<file path="src/rtl/ccc_pkg.sv">
`timescale 1ns / 1ps
// ----------------------------------------------------------------------------
// ccc_pkg
// Shared types, codes and defaults of the CNF clause conditioner.
// ----------------------------------------------------------------------------
package ccc_pkg;

    localparam int VAR_W              = 10;
    localparam int DEF_NUM_VARS       = 1024;
    localparam int DEF_MAX_CLAUSE_LEN = 32;

    // operation codes of an input item
    localparam logic [1:0] OP_CLEAR   = 2'd0;
    localparam logic [1:0] OP_ASSIGN  = 2'd1;
    localparam logic [1:0] OP_LITERAL = 2'd2;

    // assignment store codes
    localparam logic [1:0] ASG_NONE = 2'd0;
    localparam logic [1:0] ASG_POS  = 2'd1;
    localparam logic [1:0] ASG_NEG  = 2'd2;

    typedef struct packed {
        logic [1:0]       operation;
        logic [VAR_W-1:0] var_index;
        logic             negated;
        logic             is_hard;
        logic             clause_end;
    } t_in_item;

    typedef struct packed {
        logic [VAR_W-1:0] out_var;
        logic             out_negated;
        logic             out_hard;
        logic             out_last;
        logic             empty_clause;
        logic             overflow;
    } t_out_item;

    typedef enum logic [1:0] {
        K_CLEAR,
        K_ASSIGN,
        K_LITERAL
    } t_kind;

    // classified command passed from front to back
    typedef struct packed {
        t_kind            kind;
        logic [VAR_W-1:0] var_index;
        logic             negated;
        logic             is_hard;
        logic             clause_end;
        logic             in_range;
    } t_cmd;

    // queue handshake between front and back
    typedef struct packed {
        logic valid;
        t_cmd cmd;
    } t_queue_out;

    typedef struct packed {
        logic ready;
        logic clearing;
    } t_back_status;

endpackage

</file>
<file path="src/rtl/ccc_front.sv">
`timescale 1ns / 1ps
// ----------------------------------------------------------------------------
// ccc_front
// Accepts input items, classifies them and holds them in a short queue.
// ----------------------------------------------------------------------------
module ccc_front #(
    parameter int NUM_VARS = ccc_pkg::DEF_NUM_VARS
) (
    input  logic                  i_clk,
    input  logic                  i_rst_n,
    input  logic                  i_in_valid,
    output logic                  o_in_ready,
    input  ccc_pkg::t_in_item     i_in_data,
    output ccc_pkg::t_queue_out   o_queue,
    input  ccc_pkg::t_back_status i_status
);
    import ccc_pkg::*;

    localparam int QD   = 2;
    localparam int PW   = $clog2(QD);
    localparam int CNTW = $clog2(QD + 1);

    t_cmd            r_q [QD];
    logic [PW-1:0]   r_wp;
    logic [PW-1:0]   r_rp;
    logic [CNTW-1:0] r_cnt;

    t_cmd cls;
    logic is_cmd;
    logic push;
    logic pop;

    always_comb begin
        cls.var_index  = i_in_data.var_index;
        cls.negated    = i_in_data.negated;
        cls.is_hard    = i_in_data.is_hard;
        cls.clause_end = i_in_data.clause_end;
        cls.in_range   = (32'(i_in_data.var_index) < 32'(NUM_VARS));
        is_cmd         = 1'b1;
        case (i_in_data.operation)
            OP_CLEAR:   cls.kind = K_CLEAR;
            OP_ASSIGN:  cls.kind = K_ASSIGN;
            OP_LITERAL: cls.kind = K_LITERAL;
            default: begin
                // unused code: taken and dropped
                cls.kind = K_CLEAR;
                is_cmd   = 1'b0;
            end
        endcase
    end

    assign o_in_ready    = (r_cnt != CNTW'(QD)) && !i_status.clearing;
    assign push          = i_in_valid && o_in_ready && is_cmd;
    assign o_queue.valid = (r_cnt != '0);
    assign o_queue.cmd   = r_q[r_rp];
    assign pop           = o_queue.valid && i_status.ready;

    always_ff @(posedge i_clk) begin
        if (!i_rst_n) begin
            r_wp  <= '0;
            r_rp  <= '0;
            r_cnt <= '0;
        end else begin
            if (push) begin
                r_wp <= (r_wp == PW'(QD - 1)) ? '0 : r_wp + PW'(1);
            end
            if (pop) begin
                r_rp <= (r_rp == PW'(QD - 1)) ? '0 : r_rp + PW'(1);
            end
            if (push && !pop) begin
                r_cnt <= r_cnt + CNTW'(1);
            end else if (pop && !push) begin
                r_cnt <= r_cnt - CNTW'(1);
            end
        end
    end

    always_ff @(posedge i_clk) begin
        if (push) begin
            r_q[r_wp] <= cls;
        end
    end

endmodule

</file>
<file path="src/rtl/ccc_back.sv">
`timescale 1ns / 1ps
// ----------------------------------------------------------------------------
// ccc_back
// Executes queued commands: assignment store, clause buffer and emission.
// ----------------------------------------------------------------------------
module ccc_back #(
    parameter int NUM_VARS       = ccc_pkg::DEF_NUM_VARS,
    parameter int MAX_CLAUSE_LEN = ccc_pkg::DEF_MAX_CLAUSE_LEN
) (
    input  logic                  i_clk,
    input  logic                  i_rst_n,
    input  ccc_pkg::t_queue_out   i_queue,
    output ccc_pkg::t_back_status o_status,
    output logic                  o_out_valid,
    input  logic                  i_out_ready,
    output ccc_pkg::t_out_item    o_out_data
);
    import ccc_pkg::*;

    localparam int STORE_DEPTH = (NUM_VARS < (1 << VAR_W)) ? NUM_VARS : (1 << VAR_W);
    localparam int SA_W        = $clog2(STORE_DEPTH);
    localparam int BA_W        = $clog2(MAX_CLAUSE_LEN);
    localparam int CW          = $clog2(MAX_CLAUSE_LEN + 1);
    localparam int BUF_W       = VAR_W + 1;

    typedef enum logic [2:0] {
        S_CLEAR,
        S_IDLE,
        S_UNIT,
        S_LOOK,
        S_PRIME,
        S_EMIT,
        S_EMPTY
    } t_state;

    t_state          r_state, n_state;
    logic [SA_W-1:0] r_sweep, n_sweep;
    t_cmd            r_cmd, n_cmd;
    logic [CW-1:0]   r_count, n_count;
    logic [CW-1:0]   r_idx, n_idx;
    logic            r_sat, n_sat;
    logic            r_ovf, n_ovf;
    logic            r_hard, n_hard;
    logic            r_out_valid;
    t_out_item       r_out, n_out;
    logic            load;

    logic [1:0]       r_asg_mem [STORE_DEPTH];
    logic [1:0]       r_asg_q;
    logic             asg_we;
    logic [SA_W-1:0]  asg_waddr;
    logic [1:0]       asg_wdata;
    logic [SA_W-1:0]  asg_raddr;

    logic [BUF_W-1:0] r_buf_mem [MAX_CLAUSE_LEN];
    logic [BUF_W-1:0] r_buf_q;
    logic             buf_we;
    logic [BA_W-1:0]  buf_waddr;
    logic [BUF_W-1:0] buf_wdata;
    logic [BA_W-1:0]  buf_raddr;

    logic       slot_free;
    logic [1:0] lit_val;
    logic [1:0] lit_code;

    assign slot_free         = !r_out_valid || i_out_ready;
    assign o_status.ready    = (r_state == S_IDLE);
    assign o_status.clearing = (r_state == S_CLEAR);
    assign o_out_valid       = r_out_valid;
    assign o_out_data        = r_out;

    assign asg_raddr = i_queue.cmd.var_index[SA_W-1:0];
    assign buf_waddr = r_count[BA_W-1:0];
    assign buf_wdata = {r_cmd.negated, r_cmd.var_index};
    assign buf_raddr = n_idx[BA_W-1:0];
    assign lit_val   = r_cmd.in_range ? r_asg_q : ASG_NONE;
    assign lit_code  = r_cmd.negated ? ASG_NEG : ASG_POS;

    always_comb begin
        n_state   = r_state;
        n_sweep   = r_sweep;
        n_cmd     = r_cmd;
        n_count   = r_count;
        n_idx     = r_idx;
        n_sat     = r_sat;
        n_ovf     = r_ovf;
        n_hard    = r_hard;
        n_out     = '0;
        load      = 1'b0;
        asg_we    = 1'b0;
        asg_waddr = i_queue.cmd.var_index[SA_W-1:0];
        asg_wdata = i_queue.cmd.negated ? ASG_NEG : ASG_POS;
        buf_we    = 1'b0;
        case (r_state)
            S_CLEAR: begin
                asg_we    = 1'b1;
                asg_waddr = r_sweep;
                asg_wdata = ASG_NONE;
                n_sweep   = r_sweep + SA_W'(1);
                if (r_sweep == SA_W'(STORE_DEPTH - 1)) begin
                    n_sweep = '0;
                    n_state = S_IDLE;
                end
            end
            S_IDLE: begin
                if (i_queue.valid) begin
                    n_cmd = i_queue.cmd;
                    case (i_queue.cmd.kind)
                        K_CLEAR:   n_state = S_CLEAR;
                        K_ASSIGN: begin
                            asg_we  = i_queue.cmd.in_range;
                            n_state = S_UNIT;
                        end
                        K_LITERAL: n_state = S_LOOK;
                        default:   n_state = S_IDLE;
                    endcase
                end
            end
            S_UNIT: begin
                if (slot_free) begin
                    load              = 1'b1;
                    n_out.out_var     = r_cmd.var_index;
                    n_out.out_negated = r_cmd.negated;
                    n_out.out_last    = 1'b1;
                    n_state           = S_IDLE;
                end
            end
            S_LOOK: begin
                if (!r_sat) begin
                    if (lit_val == ASG_NONE) begin
                        if (r_count != CW'(MAX_CLAUSE_LEN)) begin
                            buf_we  = 1'b1;
                            n_count = r_count + CW'(1);
                        end else begin
                            n_ovf = 1'b1;
                        end
                    end else if (lit_val == lit_code) begin
                        n_sat = 1'b1;
                    end
                end
                n_state = S_IDLE;
                if (r_cmd.clause_end) begin
                    n_hard = r_cmd.is_hard;
                    n_idx  = '0;
                    if (n_sat) begin
                        n_count = '0;
                        n_sat   = 1'b0;
                        n_ovf   = 1'b0;
                    end else if (n_count == '0) begin
                        n_state = S_EMPTY;
                    end else begin
                        // S_PRIME covers the buffer read of entry zero
                        n_state = S_PRIME;
                    end
                end
            end
            S_PRIME: begin
                n_state = S_EMIT;
            end
            S_EMIT: begin
                if (slot_free) begin
                    load              = 1'b1;
                    n_out.out_var     = r_buf_q[VAR_W-1:0];
                    n_out.out_negated = r_buf_q[VAR_W];
                    n_out.out_hard    = r_hard;
                    n_out.out_last    = ((r_idx + CW'(1)) == r_count);
                    n_out.overflow    = r_ovf;
                    n_idx             = r_idx + CW'(1);
                    if (n_out.out_last) begin
                        n_idx   = '0;
                        n_count = '0;
                        n_ovf   = 1'b0;
                        n_state = S_IDLE;
                    end
                end
            end
            S_EMPTY: begin
                if (slot_free) begin
                    load               = 1'b1;
                    n_out.out_hard     = r_hard;
                    n_out.out_last     = 1'b1;
                    n_out.empty_clause = 1'b1;
                    n_count            = '0;
                    n_ovf              = 1'b0;
                    n_state            = S_IDLE;
                end
            end
            default: n_state = S_IDLE;
        endcase
    end

    always_ff @(posedge i_clk) begin
        if (!i_rst_n) begin
            r_state     <= S_CLEAR;
            r_sweep     <= '0;
            r_count     <= '0;
            r_idx       <= '0;
            r_sat       <= 1'b0;
            r_ovf       <= 1'b0;
            r_out_valid <= 1'b0;
        end else begin
            r_state <= n_state;
            r_sweep <= n_sweep;
            r_count <= n_count;
            r_idx   <= n_idx;
            r_sat   <= n_sat;
            r_ovf   <= n_ovf;
            if (load) begin
                r_out_valid <= 1'b1;
            end else if (i_out_ready) begin
                r_out_valid <= 1'b0;
            end
        end
        r_cmd  <= n_cmd;
        r_hard <= n_hard;
        if (load) begin
            r_out <= n_out;
        end
    end

    always_ff @(posedge i_clk) begin
        if (asg_we) begin
            r_asg_mem[asg_waddr] <= asg_wdata;
        end
        r_asg_q <= r_asg_mem[asg_raddr];
    end

    always_ff @(posedge i_clk) begin
        if (buf_we) begin
            r_buf_mem[buf_waddr] <= buf_wdata;
        end
        r_buf_q <= r_buf_mem[buf_raddr];
    end

endmodule

</file>
<file path="src/rtl/cnf_clause_conditioner_top.sv">
`timescale 1ns / 1ps
// ----------------------------------------------------------------------------
// cnf_clause_conditioner_top
// Conditions a streamed CNF formula on a partial assignment of its variables.
// ----------------------------------------------------------------------------
// a clause literal is handled in the back end by a store read, then a decision in S_LOOK
// an assign item writes the store as it leaves the queue; S_UNIT then emits its unit clause
// after the S_PRIME buffer read a clause goes out 1 literal per cycle unless stalled
// a clear item sweeps all min(NUM_VARS, 1024) entries of the assignment store
// after reset the same sweep runs with the input held not ready
// the 2-entry queue takes input while the back end is busy, but not during a clear sweep
module cnf_clause_conditioner_top #(
    parameter int NUM_VARS       = ccc_pkg::DEF_NUM_VARS,
    parameter int MAX_CLAUSE_LEN = ccc_pkg::DEF_MAX_CLAUSE_LEN
) (
    input  logic               i_clk,
    input  logic               i_rst_n,
    input  logic               i_in_valid,
    output logic               o_in_ready,
    input  ccc_pkg::t_in_item  i_in_data,
    output logic               o_out_valid,
    input  logic               i_out_ready,
    output ccc_pkg::t_out_item o_out_data
);
    import ccc_pkg::*;

    t_queue_out   queue;
    t_back_status status;

    ccc_front #(
        .NUM_VARS (NUM_VARS)
    ) u_front (
        .i_clk      (i_clk),
        .i_rst_n    (i_rst_n),
        .i_in_valid (i_in_valid),
        .o_in_ready (o_in_ready),
        .i_in_data  (i_in_data),
        .o_queue    (queue),
        .i_status   (status)
    );

    ccc_back #(
        .NUM_VARS       (NUM_VARS),
        .MAX_CLAUSE_LEN (MAX_CLAUSE_LEN)
    ) u_back (
        .i_clk       (i_clk),
        .i_rst_n     (i_rst_n),
        .i_queue     (queue),
        .o_status    (status),
        .o_out_valid (o_out_valid),
        .i_out_ready (i_out_ready),
        .o_out_data  (o_out_data)
    );

endmodule

</file>
<file path="config.mk">
export PLATFORM = sky130hd
export DESIGN_NAME = cnf_clause_conditioner_top
export DESIGN_NICKNAME = d
export VERILOG_FILES = /design/src/rtl/ccc_pkg.sv /design/src/rtl/ccc_front.sv /design/src/rtl/ccc_back.sv /design/src/rtl/cnf_clause_conditioner_top.sv
export SDC_FILE = /design/constraint.sdc
export NUM_CORES = 2
export LEC_CHECK = 0
export ABC_AREA = 0
export ABC_CLOCK_PERIOD_IN_PS = 28700
export BUFFER_PORTS_ARGS = -buffer_cell sky130_fd_sc_hd__buf_4
export CORE_MARGIN = 1
export CORE_UTILIZATION = 55
export DETAILED_ROUTE_END_ITERATION = 7
export GPL_TIMING_DRIVEN = 1
export PLACE_DENSITY = 0.73
export SLEW_MARGIN = 20
export SYNTH_ARGS = -nofsm -noshare
export SYNTH_HDL_FRONTEND = slang
export SYNTH_SLANG_ARGS = --single-unit
export TNS_END_PERCENT = 5
</file>
<file path="constraint.sdc">
create_clock -name i_clk -period 28.7 [get_ports i_clk]
set_clock_uncertainty 0.15 [all_clocks]
set_input_delay 5.74 -clock i_clk [delete_from_list [all_inputs] [get_ports i_clk]]
set_output_delay 5.74 -clock i_clk [all_outputs]
set_load 0.05 [all_outputs]
</file>
==> results.yml <==
placement:
  place_ws_ns: 18.59
  placed_area_mm2: 0.106
  port_buffers: 35
  post-dp-hpwl_um: 153000
  routabilityCongestion: 0.880
global_routing:
  grtUsageTotal_pct: 29.7
  grt_pass1_vias: 62800
  grt_max_degree: 236
  antenna_found_initial: 5
  grt_pass1_wl_um: 415000
  grt_overflow: 0
timing:
  worstMarginPinSlew_ns: 1.29
  finalHoldViolations: 0
  slew_headroom_pct: 14.0
  rsz0062_at_grt: "no"
  max_freq_mhz: 108
  setup_viol: 0
  fin_ws_ns: 19.41
  finalCritPeriodShare_pct: 32.4
  slew_viol_final: 0
  layout_min_cycle_time_ns: 9.29
logic_synthesis:
  synthTopCellsByArea: "edfxtp_1, mux2i_1, nor2_1"
  synth_nets: 7360
  ys_types: 81
  synthArstFlopShare_pct: 0
  yosysTopAreaCell: "edfxtp_1"
  synth_commonest_cells: "edfxtp_1, nor2_1, nand2_1, mux2i_1, clkbuf_1"
  synth_edf_count: 2459
  syn-cell-area_mm2: 0.104
  postSynthAreaPerCell_um2: 14.1
  synth_cells: 7333
  synth.most_common_cell: "edfxtp_1"
  ys.warnings.count: 0
  synth_ff_type: "edfxtp_1"
  synth.top_cell.area_share_pct: 71.3
  ys_ff_latch: 2505
  ys_seq_area_share_pct: 72.2
layout:
  n_fill_cell: 13600
  fin_nets: 7193
  syn_to_final_growth_pct: 9.94
  drive_gt1_share_pct: 10.8
  final_area_mm2: 0.114
floorplanning:
  initial_utilization_pct: 55.6
  core_mm2: 0.186
  dieArea_mm2: 0.190
  dieHeight_um: 436
  pin_count: 36
  fp-row-count: 158
  die_w_um: 436
cts:
  cts_hold_buffers: 0
  cts_tree: "done"
  cts-buffers-inserted: 238
  cts_max_level: 4
  clk_pin_slew_ns: 0.06
  cts_root_buf: "clkbuf_16"
  postCtsSetupBuffers: 0
  clk_latency_ns: 0.89
  cts.repair.resized: 0
  cts.sinks: 2505
  clk_path_buf_depth: 3
power_and_ir_drop:
  p_leak_nw: 33.1
  power_per_cell_area_mw_per_mm2: 62.6
  peakVddDrop_v: 0.0000689
outcome:
  failed_checks: "design-rule violations"
  outcome: "finished with violations"
min_path:
  hold_path.class: "flip-flop to flip-flop"
  min_to: "u_back.r_hard"
  min_path_cells: 0
  hold_start: "u_back.r_cmd[2]"
routing:
  via_per_inst: 6.63
  remaining_drc_errors: 1
  wl_per_cell_um: 29.1
  antenna_left: 0
  num_vias: 65400
  drt_iter0_markers: 9542
  finalWirelength_um: 287000
  drt_first_pass_iters: 8
flow_run:
  drv_cap: 0
setup_path:
  timing.rr.end: "u_back.r_asg_q[1]"
  worstSetupPathType: "primary input to flip-flop"
  cp.required_ns: 29.30
  worst_ep_arrival_time_ns: 9.90
  critPathCaptureType: "flip-flop"
  critPathMaxFanout: 98
  r2r_slack_ns: 21.81
  reg2reg_depth: 13
  start_kind: "primary input"
routing by layer:
metal	global-route usage, %	part of all wire, %	vias to the layer above
met4	13.1	4.7	0
li1	-	-	27400
met2	45.1	45	4722
met1	40.8	36	32500
met5	0	0	-
met3	7.41	13	769
state kept, by name, indices dropped and copies added, names as in the netlist, named ones only:
register,count
u_front.r_wp,1
u_front.r_rp,1
u_front.r_q,30
u_back.r_hard,1
u_front.r_cnt,2
u_back.r_cmd,2
u_back.r_ovf,1
u_back.r_buf_mem,352
u_back.r_buf_q,11
u_back.o_out_valid,1
u_back.r_idx,6
u_back.buf_wdata,11
u_back.r_asg_mem,2048
u_back.o_out_data,15
u_back.r_sat,1
u_back.r_state,3
u_back.r_sweep,10
u_back.r_count,6
u_back.r_asg_q,2
metrics by stage:
stage	util (%)	hold slack, ns	cells	TNS (ns)	power [mW]
after floorplan	-	0.250	7333	-1166.98	4.05
after global placement	56.8	0.274	9402	0	4.07
after detailed placement	56.9	0.267	9404	0	4.07
after CTS	61.1	0.297	9852	0	7.14
after global routing	61.2	0.314	9855	0	7.27
final	61.2	0.289	9862	0	7.13
how the worst max path moves through the flow:
stage	from	end	slack, ns	cells after the start
after global routing	i_out_ready	u_back.r_buf_q[3]	19.16	11
after global placement	i_out_ready	u_back.r_buf_q[3]	18.92	12
after floorplan	flip-flop	u_back.r_asg_mem[0][0]	-1.14	5
final	i_out_ready	u_back.r_buf_q[9]	19.41	11
after CTS	i_out_ready	u_back.r_buf_q[9]	19.51	11
after detailed placement	i_out_ready	u_back.r_buf_q[9]	18.59	11
layout by cell type, fill, tap and decap left out, drive strengths merged, types with 111 or more instances in the layout:
master / n
edfxtp: 2459
nor2: 1110
nand2: 847
mux2i: 492
nand3: 318
clkbuf: 298
a21oi: 208
o221ai: 188
buf: 180
a31oi: 147
mux4: 136
o22ai: 124
clkinv: 111
final cells by class:
| cell class | count | area, um^2 | area share (%) |
|---|---|---|---|
| clock inverters | 150 | 1480 | 1.30 |
| inverters | 27 | 145 | 0.127 |
| repair buffers | 180 | 1580 | 1.39 |
| diodes | 8 | 20.0 | 0.0176 |
| well taps | 2480 | 3100 | 2.72 |
| clock buffers | 298 | 6310 | 5.54 |
| multi-input cells | 4214 | 26500 | 23.3 |
| flip-flops and latches | 2505 | 74800 | 65.6 |
critical path, stage by stage:
cell,delay [ns]
buf_4,0.08
nand2b_1,0.22
nand2_1,0.13
nor2_1,0.80
o211ai_4,0.29
nand2_4,0.81
buf_4,0.77
a211oi_1,0.19
a311oi_1,0.29
a211oi_1,0.11
nor4_1,0.41
kinds of logic after synthesis:
family	count (synthesis)	share of synthesized area, %
AOI/OAI and AO/OA	969	6.34
xor gates and xnor gates	26	0.246
adders and majority gates	8	0.0966
buffers and inverters	614	2.95
DFF	2505	72.2
muxes	632	7.77
and+or+nand+nor	2579	10.4
report_power, final:
group	internal (mW)	switching (mW)	leakage, nW
clock network	1.78	1.36	3.79
logic	0.00576	0.0297	10.7
registers	3.95	0.00131	18.6
Power figures use the tool's default switching activity.
